--- src/hdl/tss_pkg.sv ---
// ----------------------------------------------------------------------------
// tss_pkg
// Shared widths, types and constants for the trimmed sum of samples block.
// ----------------------------------------------------------------------------
`default_nettype none

package tss_pkg;

  localparam int unsigned SampleW            = 32;
  localparam int unsigned SumW               = 42;
  localparam int unsigned TrackDepth         = 3;
  localparam int unsigned TrimW              = SampleW + $clog2(TrackDepth);
  localparam int unsigned TotalTrimW         = TrimW + 1;
  localparam int unsigned SkipCount          = 2;
  localparam int unsigned SampleCountDefault = 28;

  typedef logic [SampleW-1:0]    sample_t;
  typedef logic [SumW-1:0]       sum_t;
  typedef logic [TrimW-1:0]      trim_t;
  typedef logic [TotalTrimW-1:0] total_trim_t;

endpackage : tss_pkg

`default_nettype wire

--- src/hdl/tss_if.sv ---
// ----------------------------------------------------------------------------
// tss_if
// Valid/ready channels for sample words in and trimmed sum words out.
// ----------------------------------------------------------------------------
`default_nettype none

interface tss_sample_if;
  import tss_pkg::*;

  logic    valid;
  logic    ready;
  sample_t sample;

  modport source (output valid, output sample, input ready);
  modport sink   (input valid, input sample, output ready);
endinterface : tss_sample_if

interface tss_result_if;
  import tss_pkg::*;

  logic valid;
  logic ready;
  sum_t trimmed_sum;

  modport source (output valid, output trimmed_sum, input ready);
  modport sink   (input valid, input trimmed_sum, output ready);
endinterface : tss_result_if

`default_nettype wire

--- src/hdl/trimmed_sum_of_samples.sv ---
// ----------------------------------------------------------------------------
// trimmed_sum_of_samples
// Trimmed sum over batches of timing samples.
// ----------------------------------------------------------------------------
// Takes one 32-bit sample word per cycle while ready is high. Each batch is
// SAMPLE_COUNT words; the first two are dropped, the rest are summed while two
// chains of three sorted cells track the three largest and three smallest
// values. After the last word of a batch the block emits one word, the sum
// minus those six values, through a two-stage adder pipeline and an output
// register. The next batch streams in meanwhile; ready drops only on the last
// word of a batch while the previous batch's result is still in the pipeline
// or waiting at the output.
// ----------------------------------------------------------------------------
`default_nettype none

module trimmed_sum_of_samples
  import tss_pkg::*;
#(
  parameter int unsigned SAMPLE_COUNT = SampleCountDefault
) (
  input  logic clk_i,
  input  logic rst_ni,
  tss_sample_if.sink   sample_i,
  tss_result_if.source result_o
);

  localparam int unsigned IdxW = $clog2(SAMPLE_COUNT);

  logic [IdxW-1:0] idx_q, idx_d;
  sum_t            sum_q, sum_d;
  logic            fin_q;
  logic            accept, is_last, keep, clear, update, busy;

  sample_t large_val [TrackDepth];
  sample_t small_val [TrackDepth];
  logic    large_gt  [TrackDepth];
  logic    small_gt  [TrackDepth];

  assign accept  = sample_i.valid && sample_i.ready;
  assign is_last = idx_q >= IdxW'(SAMPLE_COUNT - 1);
  assign keep    = idx_q >= IdxW'(SkipCount);
  assign clear   = accept && (idx_q == '0);
  assign update  = accept && keep;

  assign sample_i.ready = !(is_last && busy);

  always_comb begin
    idx_d = idx_q;
    sum_d = sum_q;
    if (accept) begin
      idx_d = is_last ? '0 : idx_q + 1'b1;
    end
    if (clear) begin
      sum_d = '0;
    end else if (update) begin
      sum_d = sum_q + SumW'(sample_i.sample);
    end
  end

  always_ff @(posedge clk_i or negedge rst_ni) begin
    if (!rst_ni) begin
      idx_q <= '0;
      sum_q <= '0;
      fin_q <= 1'b0;
    end else begin
      idx_q <= idx_d;
      sum_q <= sum_d;
      fin_q <= accept && is_last;
    end
  end

  for (genvar i = 0; i < TrackDepth; i++) begin : g_chain
    if (i == 0) begin : g_head
      tss_cell #(.Largest(1'b1)) u_large (
        .clk_i, .rst_ni, .clear_i(clear), .update_i(update),
        .sample_i(sample_i.sample), .prev_val_i(sample_i.sample), .prev_gt_i(1'b0),
        .val_o(large_val[i]), .gt_o(large_gt[i])
      );
      tss_cell #(.Largest(1'b0)) u_small (
        .clk_i, .rst_ni, .clear_i(clear), .update_i(update),
        .sample_i(sample_i.sample), .prev_val_i(sample_i.sample), .prev_gt_i(1'b0),
        .val_o(small_val[i]), .gt_o(small_gt[i])
      );
    end else begin : g_body
      tss_cell #(.Largest(1'b1)) u_large (
        .clk_i, .rst_ni, .clear_i(clear), .update_i(update),
        .sample_i(sample_i.sample), .prev_val_i(large_val[i-1]),
        .prev_gt_i(large_gt[i-1]), .val_o(large_val[i]), .gt_o(large_gt[i])
      );
      tss_cell #(.Largest(1'b0)) u_small (
        .clk_i, .rst_ni, .clear_i(clear), .update_i(update),
        .sample_i(sample_i.sample), .prev_val_i(small_val[i-1]),
        .prev_gt_i(small_gt[i-1]), .val_o(small_val[i]), .gt_o(small_gt[i])
      );
    end
  end

  tss_trim u_trim (
    .clk_i,
    .rst_ni,
    .start_i (fin_q),
    .sum_i   (sum_q),
    .large_i (large_val),
    .small_i (small_val),
    .busy_o  (busy),
    .result_o(result_o)
  );

`ifndef SYNTHESIS
  a_result_latency: assert property (@(posedge clk_i) disable iff (!rst_ni)
    (sample_i.valid && sample_i.ready && is_last) |-> ##4 result_o.valid)
    else $error("result word missing four cycles after last sample");

  a_large_sorted: assert property (@(posedge clk_i) disable iff (!rst_ni)
    (large_val[0] >= large_val[1]) && (large_val[1] >= large_val[2]))
    else $error("largest chain out of order");

  a_small_sorted: assert property (@(posedge clk_i) disable iff (!rst_ni)
    (small_val[0] <= small_val[1]) && (small_val[1] <= small_val[2]))
    else $error("smallest chain out of order");

  a_idx_range: assert property (@(posedge clk_i) disable iff (!rst_ni)
    idx_q <= IdxW'(SAMPLE_COUNT - 1))
    else $error("sample index past end of batch");
`endif

endmodule : trimmed_sum_of_samples

`default_nettype wire

--- src/hdl/tss_cell.sv ---
// ----------------------------------------------------------------------------
// tss_cell
// One slot of a sorted order-statistic chain. Compares the broadcast sample
// against its own value and takes either the sample or its neighbor's value.
// ----------------------------------------------------------------------------
`default_nettype none

module tss_cell
  import tss_pkg::*;
#(
  parameter bit Largest = 1'b1
) (
  input  logic    clk_i,
  input  logic    rst_ni,
  input  logic    clear_i,
  input  logic    update_i,
  input  sample_t sample_i,
  input  sample_t prev_val_i,
  input  logic    prev_gt_i,
  output sample_t val_o,
  output logic    gt_o
);

  localparam sample_t InitVal = Largest ? {SampleW{1'b0}} : {SampleW{1'b1}};

  sample_t val_q, val_d;

  assign gt_o  = Largest ? (sample_i > val_q) : (sample_i < val_q);
  assign val_o = val_q;

  always_comb begin
    val_d = val_q;
    if (clear_i) begin
      val_d = InitVal;
    end else if (update_i && gt_o) begin
      val_d = prev_gt_i ? prev_val_i : sample_i;
    end
  end

  always_ff @(posedge clk_i or negedge rst_ni) begin
    if (!rst_ni) begin
      val_q <= InitVal;
    end else begin
      val_q <= val_d;
    end
  end

endmodule : tss_cell

`default_nettype wire

--- src/hdl/tss_trim.sv ---
// ----------------------------------------------------------------------------
// tss_trim
// Result pipeline: adds up the tracked extremes, subtracts them from the
// batch sum and holds the result word until it is taken.
// ----------------------------------------------------------------------------
`default_nettype none

module tss_trim
  import tss_pkg::*;
(
  input  logic    clk_i,
  input  logic    rst_ni,
  input  logic    start_i,
  input  sum_t    sum_i,
  input  sample_t large_i [TrackDepth],
  input  sample_t small_i [TrackDepth],
  output logic    busy_o,
  tss_result_if.source result_o
);

  logic        s1_valid_q, s2_valid_q, out_valid_q, out_valid_d;
  sum_t        s1_sum_q, s2_sum_q, out_data_q;
  trim_t       s1_large_q, s1_small_q, large_sum, small_sum;
  total_trim_t s2_trim_q;

  always_comb begin
    large_sum = '0;
    small_sum = '0;
    for (int i = 0; i < TrackDepth; i++) begin
      large_sum = large_sum + TrimW'(large_i[i]);
      small_sum = small_sum + TrimW'(small_i[i]);
    end
  end

  always_comb begin
    out_valid_d = out_valid_q;
    if (s2_valid_q) begin
      out_valid_d = 1'b1;
    end else if (result_o.ready) begin
      out_valid_d = 1'b0;
    end
  end

  always_ff @(posedge clk_i or negedge rst_ni) begin
    if (!rst_ni) begin
      s1_valid_q  <= 1'b0;
      s2_valid_q  <= 1'b0;
      out_valid_q <= 1'b0;
    end else begin
      s1_valid_q  <= start_i;
      s2_valid_q  <= s1_valid_q;
      out_valid_q <= out_valid_d;
    end
  end

  always_ff @(posedge clk_i) begin
    if (start_i) begin
      s1_sum_q   <= sum_i;
      s1_large_q <= large_sum;
      s1_small_q <= small_sum;
    end
    if (s1_valid_q) begin
      s2_sum_q  <= s1_sum_q;
      s2_trim_q <= TotalTrimW'(s1_large_q) + TotalTrimW'(s1_small_q);
    end
    if (s2_valid_q) begin
      out_data_q <= s2_sum_q - SumW'(s2_trim_q);
    end
  end

  assign busy_o               = s1_valid_q || s2_valid_q || out_valid_q;
  assign result_o.valid       = out_valid_q;
  assign result_o.trimmed_sum = out_data_q;

endmodule : tss_trim

`default_nettype wire
--- src/flat_wrapper.sv ---
// flat-port wrapper written by rule: the top's interface ports become plain ports
module trimmed_sum_of_samples_flat import tss_pkg::*;
#(
  parameter int unsigned SAMPLE_COUNT = SampleCountDefault
)
  (clk_i, rst_ni, sample_i_valid, sample_i_sample, sample_i_ready, result_o_valid, result_o_trimmed_sum, result_o_ready);
  tss_sample_if sample_i_i ();
  tss_result_if result_o_i ();
  input  logic clk_i;
  input  logic rst_ni;
  input wire logic [$bits(sample_i_i.valid)-1:0] sample_i_valid;
  input wire logic [$bits(sample_i_i.sample)-1:0] sample_i_sample;
  output wire logic [$bits(sample_i_i.ready)-1:0] sample_i_ready;
  output wire logic [$bits(result_o_i.valid)-1:0] result_o_valid;
  output wire logic [$bits(result_o_i.trimmed_sum)-1:0] result_o_trimmed_sum;
  input wire logic [$bits(result_o_i.ready)-1:0] result_o_ready;
  assign sample_i_i.valid = sample_i_valid;
  assign sample_i_i.sample = sample_i_sample;
  assign sample_i_ready = sample_i_i.ready;
  assign result_o_valid = result_o_i.valid;
  assign result_o_trimmed_sum = result_o_i.trimmed_sum;
  assign result_o_i.ready = result_o_ready;
  trimmed_sum_of_samples #(.SAMPLE_COUNT(SAMPLE_COUNT)) u_core (.clk_i(clk_i), .rst_ni(rst_ni), .sample_i(sample_i_i), .result_o(result_o_i));
endmodule
--- config.mk ---
export PLATFORM = sky130hd
export DESIGN_NAME = trimmed_sum_of_samples_flat
export DESIGN_NICKNAME = d
export VERILOG_FILES = /design/src/hdl/tss_pkg.sv /design/src/hdl/tss_if.sv /design/src/hdl/trimmed_sum_of_samples.sv /design/src/hdl/tss_cell.sv /design/src/hdl/tss_trim.sv /design/src/flat_wrapper.sv
export SDC_FILE = /design/constraint.sdc
export NUM_CORES = 1
export LEC_CHECK = 0
export ABC_CLOCK_PERIOD_IN_PS = 3600
export BUFFER_PORTS_ARGS = -buffer_cell sky130_fd_sc_hd__buf_2
export CORE_ASPECT_RATIO = 2
export CORE_MARGIN = 3
export CORE_UTILIZATION = 50
export CTS_BUF_LIST = sky130_fd_sc_hd__clkbuf_8
export DETAILED_ROUTE_END_ITERATION = 12
export GPL_TIMING_DRIVEN = 0
export PLACE_DENSITY = 0.75
export RECOVER_POWER = 100
export SETUP_SLACK_MARGIN = 0.15
export SYNTH_ARGS = -nofsm -noshare
export SYNTH_HDL_FRONTEND = slang
export SYNTH_HIERARCHICAL = 1
export SYNTH_SLANG_ARGS = --single-unit
--- constraint.sdc ---
create_clock -name clk_i -period 3.6 [get_ports clk_i]
set_clock_uncertainty 0.2 [all_clocks]
set_input_delay 0.36 -clock clk_i [delete_from_list [all_inputs] [get_ports clk_i]]
set_output_delay 0.36 -clock clk_i [all_outputs]
set_load 0.01 [all_outputs]
; ---- Yosys cells after proc, flatten, opt, wreduce, memory -nomap -nowiden
; Index checks and enable logic that the tools add are counted.
[totals]
register_bits = 472
latch_bits = 0
ramBits = 0
mem_bits_ro = 0
in_bits = 36
out_inout_bits = 44
wordCells = 78
mem_count = 0
[op_classes]
n_addsub = 8
multipliers = 0
div_mod_pow = 0
n_lt_le_gt_ge = 8
eq_ne = 0
shift = 0
mux = 21
n_bitwise = 0
reduce_logical = 23
[ops]
columns = op, count
row1 = 32-bit 2-to-1 mux, 16
row2 = 32-bit > comparator, 3
row3 = 32-bit less-than comparator, 3
row4 = 42-bit 2-to-1 mux, 2
row5 = 33-bit by 32-bit adder with 34-bit output, 2
row6 = 32-bit by 32-bit adder with 33-bit output, 2
row7 = 42-bit by 32-bit adder with 42-bit output, 1
row8 = 42-bit by 35-bit subtractor with 42-bit output, 1
row9 = 34-bit by 34-bit adder with 35-bit output, 1
row10 = 2-bit nonzero test, 8
row11 = 1-bit logical AND, 11
row12 = 5-bit by 1-bit adder with 5-bit output (second input constant), 1
row13 = 5-bit by 2-bit >= comparator with 1-bit output (second input constant), 1
row14 = 5-bit >= comparator (second input constant), 1
row15 = 5-bit zero test, 1
row16 = 5-bit 2-to-1 mux, 1
row17 = 1-bit logical OR, 2
row18 = 1-bit 2-to-1 mux, 2
row19 = 1-bit zero test, 1

; ---- Depth between registers and ports, before layout
[depth]
ltp_word = 9
mapped_depth = 14
mapped_depth_nobuf = 14

; ---- Cells and area by module
; Netlist, hierarchy kept.
[modules_own_cells]
columns = mod, n_inst, cells_per_inst, area_per_inst_um2, seq_area_each_um2
row1 = tss_trim, 1, 1268, 15219.6, 6951.7
row2 = tss_cell (u_core.g_chain[0].g_head.u_large ...), 3, 271, 2819.0, 800.8
row3 = tss_cell (u_core.g_chain[0].g_head.u_small ...), 3, 292, 2630.0, 840.8
row4 = trimmed_sum_of_samples, 1, 478, 3978.8, 1201.2

; ---- Worst setup path before layout
; Ideal clock, no wire load.
[synth_path]
path_type = reg-to-reg
start = register u_core.u_trim.s1_valid_q
end = register u_core.g_chain[0].g_head.u_small.val_q[11]
setup_ps = 87
arrival_ps = 3585
t_required_ps = 3313
path_slack_ps = -273
path_stages_with_launch = 9
n_path_buf = 2
period_less_slack_ps = 3873
cell_sequence = dfrtp_1 > or3_1 > a41oi_4 > nand3_1 > clkinv_1 > clkbuf_1 > clkbuf_1 > a211oi_1 > mux2i_1
[synth_between]
elab_cells_between_ends = 10
cone_classes = mux (1) / reduce/logical (9)
[synth_lines]
columns = element, line
row1 = "start, declared", tss_trim.sv:21  ; logic s1_valid_q, s2_valid_q, out_valid_q, out_valid_d;
row2 = "start signal, assigned", tss_trim.sv:50  ; s1_valid_q <= start_i;
row3 = 1-bit logical OR (*) (2 in a row), tss_trim.sv:71  ; assign busy_o = s1_valid_q || s2_valid_q || out_valid_q;
row4 = named net u_core.busy, trimmed_sum_of_samples.sv:32  ; logic accept, is_last, keep, clear, update, busy;
row5 = 1-bit logical AND (*), trimmed_sum_of_samples.sv:45  ; assign sample_i.ready = !(is_last && busy);
row6 = 1-bit zero test (*), trimmed_sum_of_samples.sv:45
row7 = 1-bit logical AND (*), trimmed_sum_of_samples.sv:39  ; assign accept = sample_i.valid && sample_i.ready;
row8 = 1-bit logical AND (*), trimmed_sum_of_samples.sv:42  ; assign clear = accept && (idx_q == '0);
row9 = named net u_core.clear, trimmed_sum_of_samples.sv:32
row10 = 32-bit 2-to-1 mux or 2-bit nonzero test (tied branches), n/a
row11 = "end signal, assigned", tss_cell.sv:42  ; val_q <= InitVal;
row12 = "end signal, assigned", tss_cell.sv:44  ; val_q <= val_d;
row13 = "end, declared", tss_cell.sv:26  ; sample_t val_q, val_d;
; The timed path passes the listed nets; every way through them passes the cells marked *.
; A chain may end at the register's enable or synchronous reset.

; ---- Worst setup path in the final report
[layout_path]
start = register u_core.g_chain[1].g_body.u_large.val_q[0]
end = register u_core.u_trim.s1_large_q[31] (data pin)
[layout_between]
elab_chain_len = 2
[layout_lines]
columns = element, line
row1 = "start, declared", tss_cell.sv:26
row2 = "start signal, assigned", tss_cell.sv:42
row3 = "start signal, assigned", tss_cell.sv:44
row4 = 32-bit by 32-bit adder with 33-bit output, tss_trim.sv:30  ; large_sum = large_sum + TrimW'(large_i[i]);
row5 = 33-bit by 32-bit adder with 34-bit output, tss_trim.sv:30
row6 = named net u_core.u_trim.large_sum[31], tss_trim.sv:23  ; trim_t s1_large_q, s1_small_q, large_sum, small_sum;
row7 = "end signal, assigned", tss_trim.sv:59  ; s1_large_q <= large_sum;
row8 = "end, declared", tss_trim.sv:23
; The timed path passes the listed nets, and every way through them passes these cells.

==> flow_summary.json <==
{
  "run_status": "finished, violations left",
  "violations": "max-capacitance violations, max-slew violations, negative setup slack",
  "antenna_found_initial": 1,
  "clock-sinks": 472,
  "required_ps": 3840,
  "multi_input_area_sq_um": 21500,
  "grt.total_usage_pct": 28.4,
  "layout.nets": 4152,
  "hold_path_end": "u_core/g_chain[2].g_body.u_large/val_o[9]",
  "ioPinCount": 80,
  "drv_cap": 2,
  "grt_pass1_wl_mm": 163,
  "rrSetupSlack_ps": -100,
  "clockBufferDepth": 3,
  "start_util_pct": 50.7,
  "mostFrequentLayoutCells": "334 x ha_1, 304 x inv_1, 229 x edfxtp_1",
  "rows": 137,
  "place_congestion": 0.996,
  "fill_cells": 5958,
  "min_path_cells": 4,
  "max_slew_margin_pct": -77.1,
  "critical_path_class": "flip-flop to flip-flop",
  "wl_per_cell_microns": 23.2,
  "layout_min_cycle_time_ps": 3700,
  "cts_root_buf": "clkbuf_8",
  "cts_buffers": 72,
  "ff2ff_path_depth": 15,
  "path_clk_slew_ps": 70,
  "synth.avg_cell_area_sq_um": 10.4,
  "yosysWarningCount": 6,
  "arrival_ps": 3940,
  "fin_cells": 4654,
  "dp.cells": 4419,
  "reg2reg_to": "u_core/u_trim/s1_large_q[31]",
  "tritoncts": "done",
  "core_area_sq_um": 70100,
  "drive_gt1_share_pct": 20.5,
  "maxSlewViolCount": 138,
  "setup_slack_ps": -96.7,
  "rsz0062_at_grt": "yes",
  "io_buffers": 79,
  "finalHoldViolations": 0,
  "final_common_cell": "ha_1",
  "drc": 0,
  "vias_per_cell": 6.11,
  "endpoint_kind": "flip-flop",
  "dieArea_sq_um": 74500,
  "gr-total-overflow": 0,
  "cp_max_fo": 3,
  "grt_pass1_vias": 30000,
  "tightest_slew_ps": 2660,
  "fmax_ghz": 0.271,
  "setup-violations-final": 4,
  "fin_crit_sh_pct": 103,
  "dp_hpwl_mm": 82.7,
  "r2r_start": "u_core/g_chain[1].g_body.u_large/val_o[0]",
  "htreeDepth": 3,
  "hp-class": "input port to flip-flop",
  "die_w_microns": 194,
  "ant_nets": 0,
  "syn_to_final_growth_pct": 14.5,
  "synth_area_sq_um": 35500,
  "clkLatencyLatePin_ps": 710,
  "wl_mm": 108,
  "seq_area_sq_um": 13100,
  "die_h_microns": 383,
  "grt_max_degree": 93,
  "vias": 28400,
  "first_pass_iters": 5,
  "drtIter0Drc": 1544,
  "critPathLaunchType": "flip-flop",
  "syn_inst": 3431,
  "min_from": "sample_i_sample[9]"
}
[worst max-delay path by stage]
stage / startpoint / end / slack, ps / cells past startpoint
floorplan: u_core/g_chain[1].g_body.u_large/val_o[1] / u_core/u_trim/s1_large_q[33] / 160 / 12
global route: u_core/g_chain[2].g_body.u_large/val_o[1] / u_core/u_trim/s1_large_q[33] / -130 / 13
global placement: rst_ni / u_core/u_trim/s1_valid_q / -3170 / 1
CTS: u_core/g_chain[1].g_body.u_large/val_o[1] / u_core/u_trim/s1_large_q[33] / -100 / 13
finish: u_core/g_chain[1].g_body.u_large/val_o[0] / u_core/u_trim/s1_large_q[31] / -100 / 15
detailed placement: sample_i_sample[0] / u_core/g_chain[2].g_body.u_large/val_o[25] / -1060 / 13
[per-layer routing]
metal | vias to the layer above | wire length, microns | track usage (%)
met4 | 0 | 13600 | 29.8
li1 | 13200 | - | -
met3 | 523 | 3770 | 4.10
met5 | - | 0 | 0
met1 | 13800 | 32900 | 23.9
met2 | 874 | 57600 | 53.5
[critical path, stage by stage, from the launching register on]
cell and delay (ps):
dfrtp_1 490, inv_1 110, fa_2 360, inv_1 70, ha_2 190, fa_2 250, a21oi_4 70, o21ai_2 130
a21oi_2 70, buf_6 130, a311o_1 450, and4_4 220, o31ai_4 260, a311oi_2 160, buf_4 160, xnor2_2 120
[layout make-up]
type | instances | share of cell area (%)
diodes | 1 | 0.00615
plain buffers | 151 | 2.48
clock buffers | 85 | 2.88
clock inverters | 47 | 0.904
inverters | 296 | 2.74
multi-input cells | 2513 | 52.9
flip-flops and latches | 472 | 32.1
well taps | 903 | 2.78
repair buffers | 186 | 3.15
[flip-flops by register name, indices dropped and copies added, names as in the netlist, 5 cells and up]
signal and flops:
u_core/u_trim/s1_small_q 34, u_core/g_chain.g_head.u_small/val_o 32, u_core/g_chain.g_head.u_large/val_o 32, u_core/u_trim/result_o.trimmed_sum 42, u_core/g_chain.g_body.u_small/val_o 64, u_core/idx_q 5
u_core/u_trim/s1_sum_q 42, u_core/g_chain.g_body.u_large/val_o 64, u_core/u_trim/s2_sum_q 42, u_core/u_trim/s2_trim_q 35, u_core/sum_q 42, u_core/u_trim/s1_large_q 34
[through the flow]
step / utilization (%) / TNS [ps] / hold slack, ps / area [sq um] / worst slack, ps
2_1_floorplan: - / 0 / -136 / 35500 / 158
6_report: 58.0 / -239 / 136 / 40700 / -96.7
4_1_cts: 57.3 / -186 / 42.9 / 40200 / -103
3_3_place_gp: 52.9 / -783970 / 201 / 37100 / -3170
5_1_grt: 58.0 / -528 / 127 / 40700 / -128
3_5_place_dp: 53.1 / -133800 / 205 / 37200 / -1060
[timing repair]
action,CTS,global route
pin swaps,75,74
endpoints found under the hold margin,87,0
buffers inserted,66,33
endpoints found under the setup margin,250,226
gates resized for setup,216,99
hold buffers,3,0
Power is not shown: default switching activity piles up to over one toggle a cycle in this logic, so the estimate is an artifact.
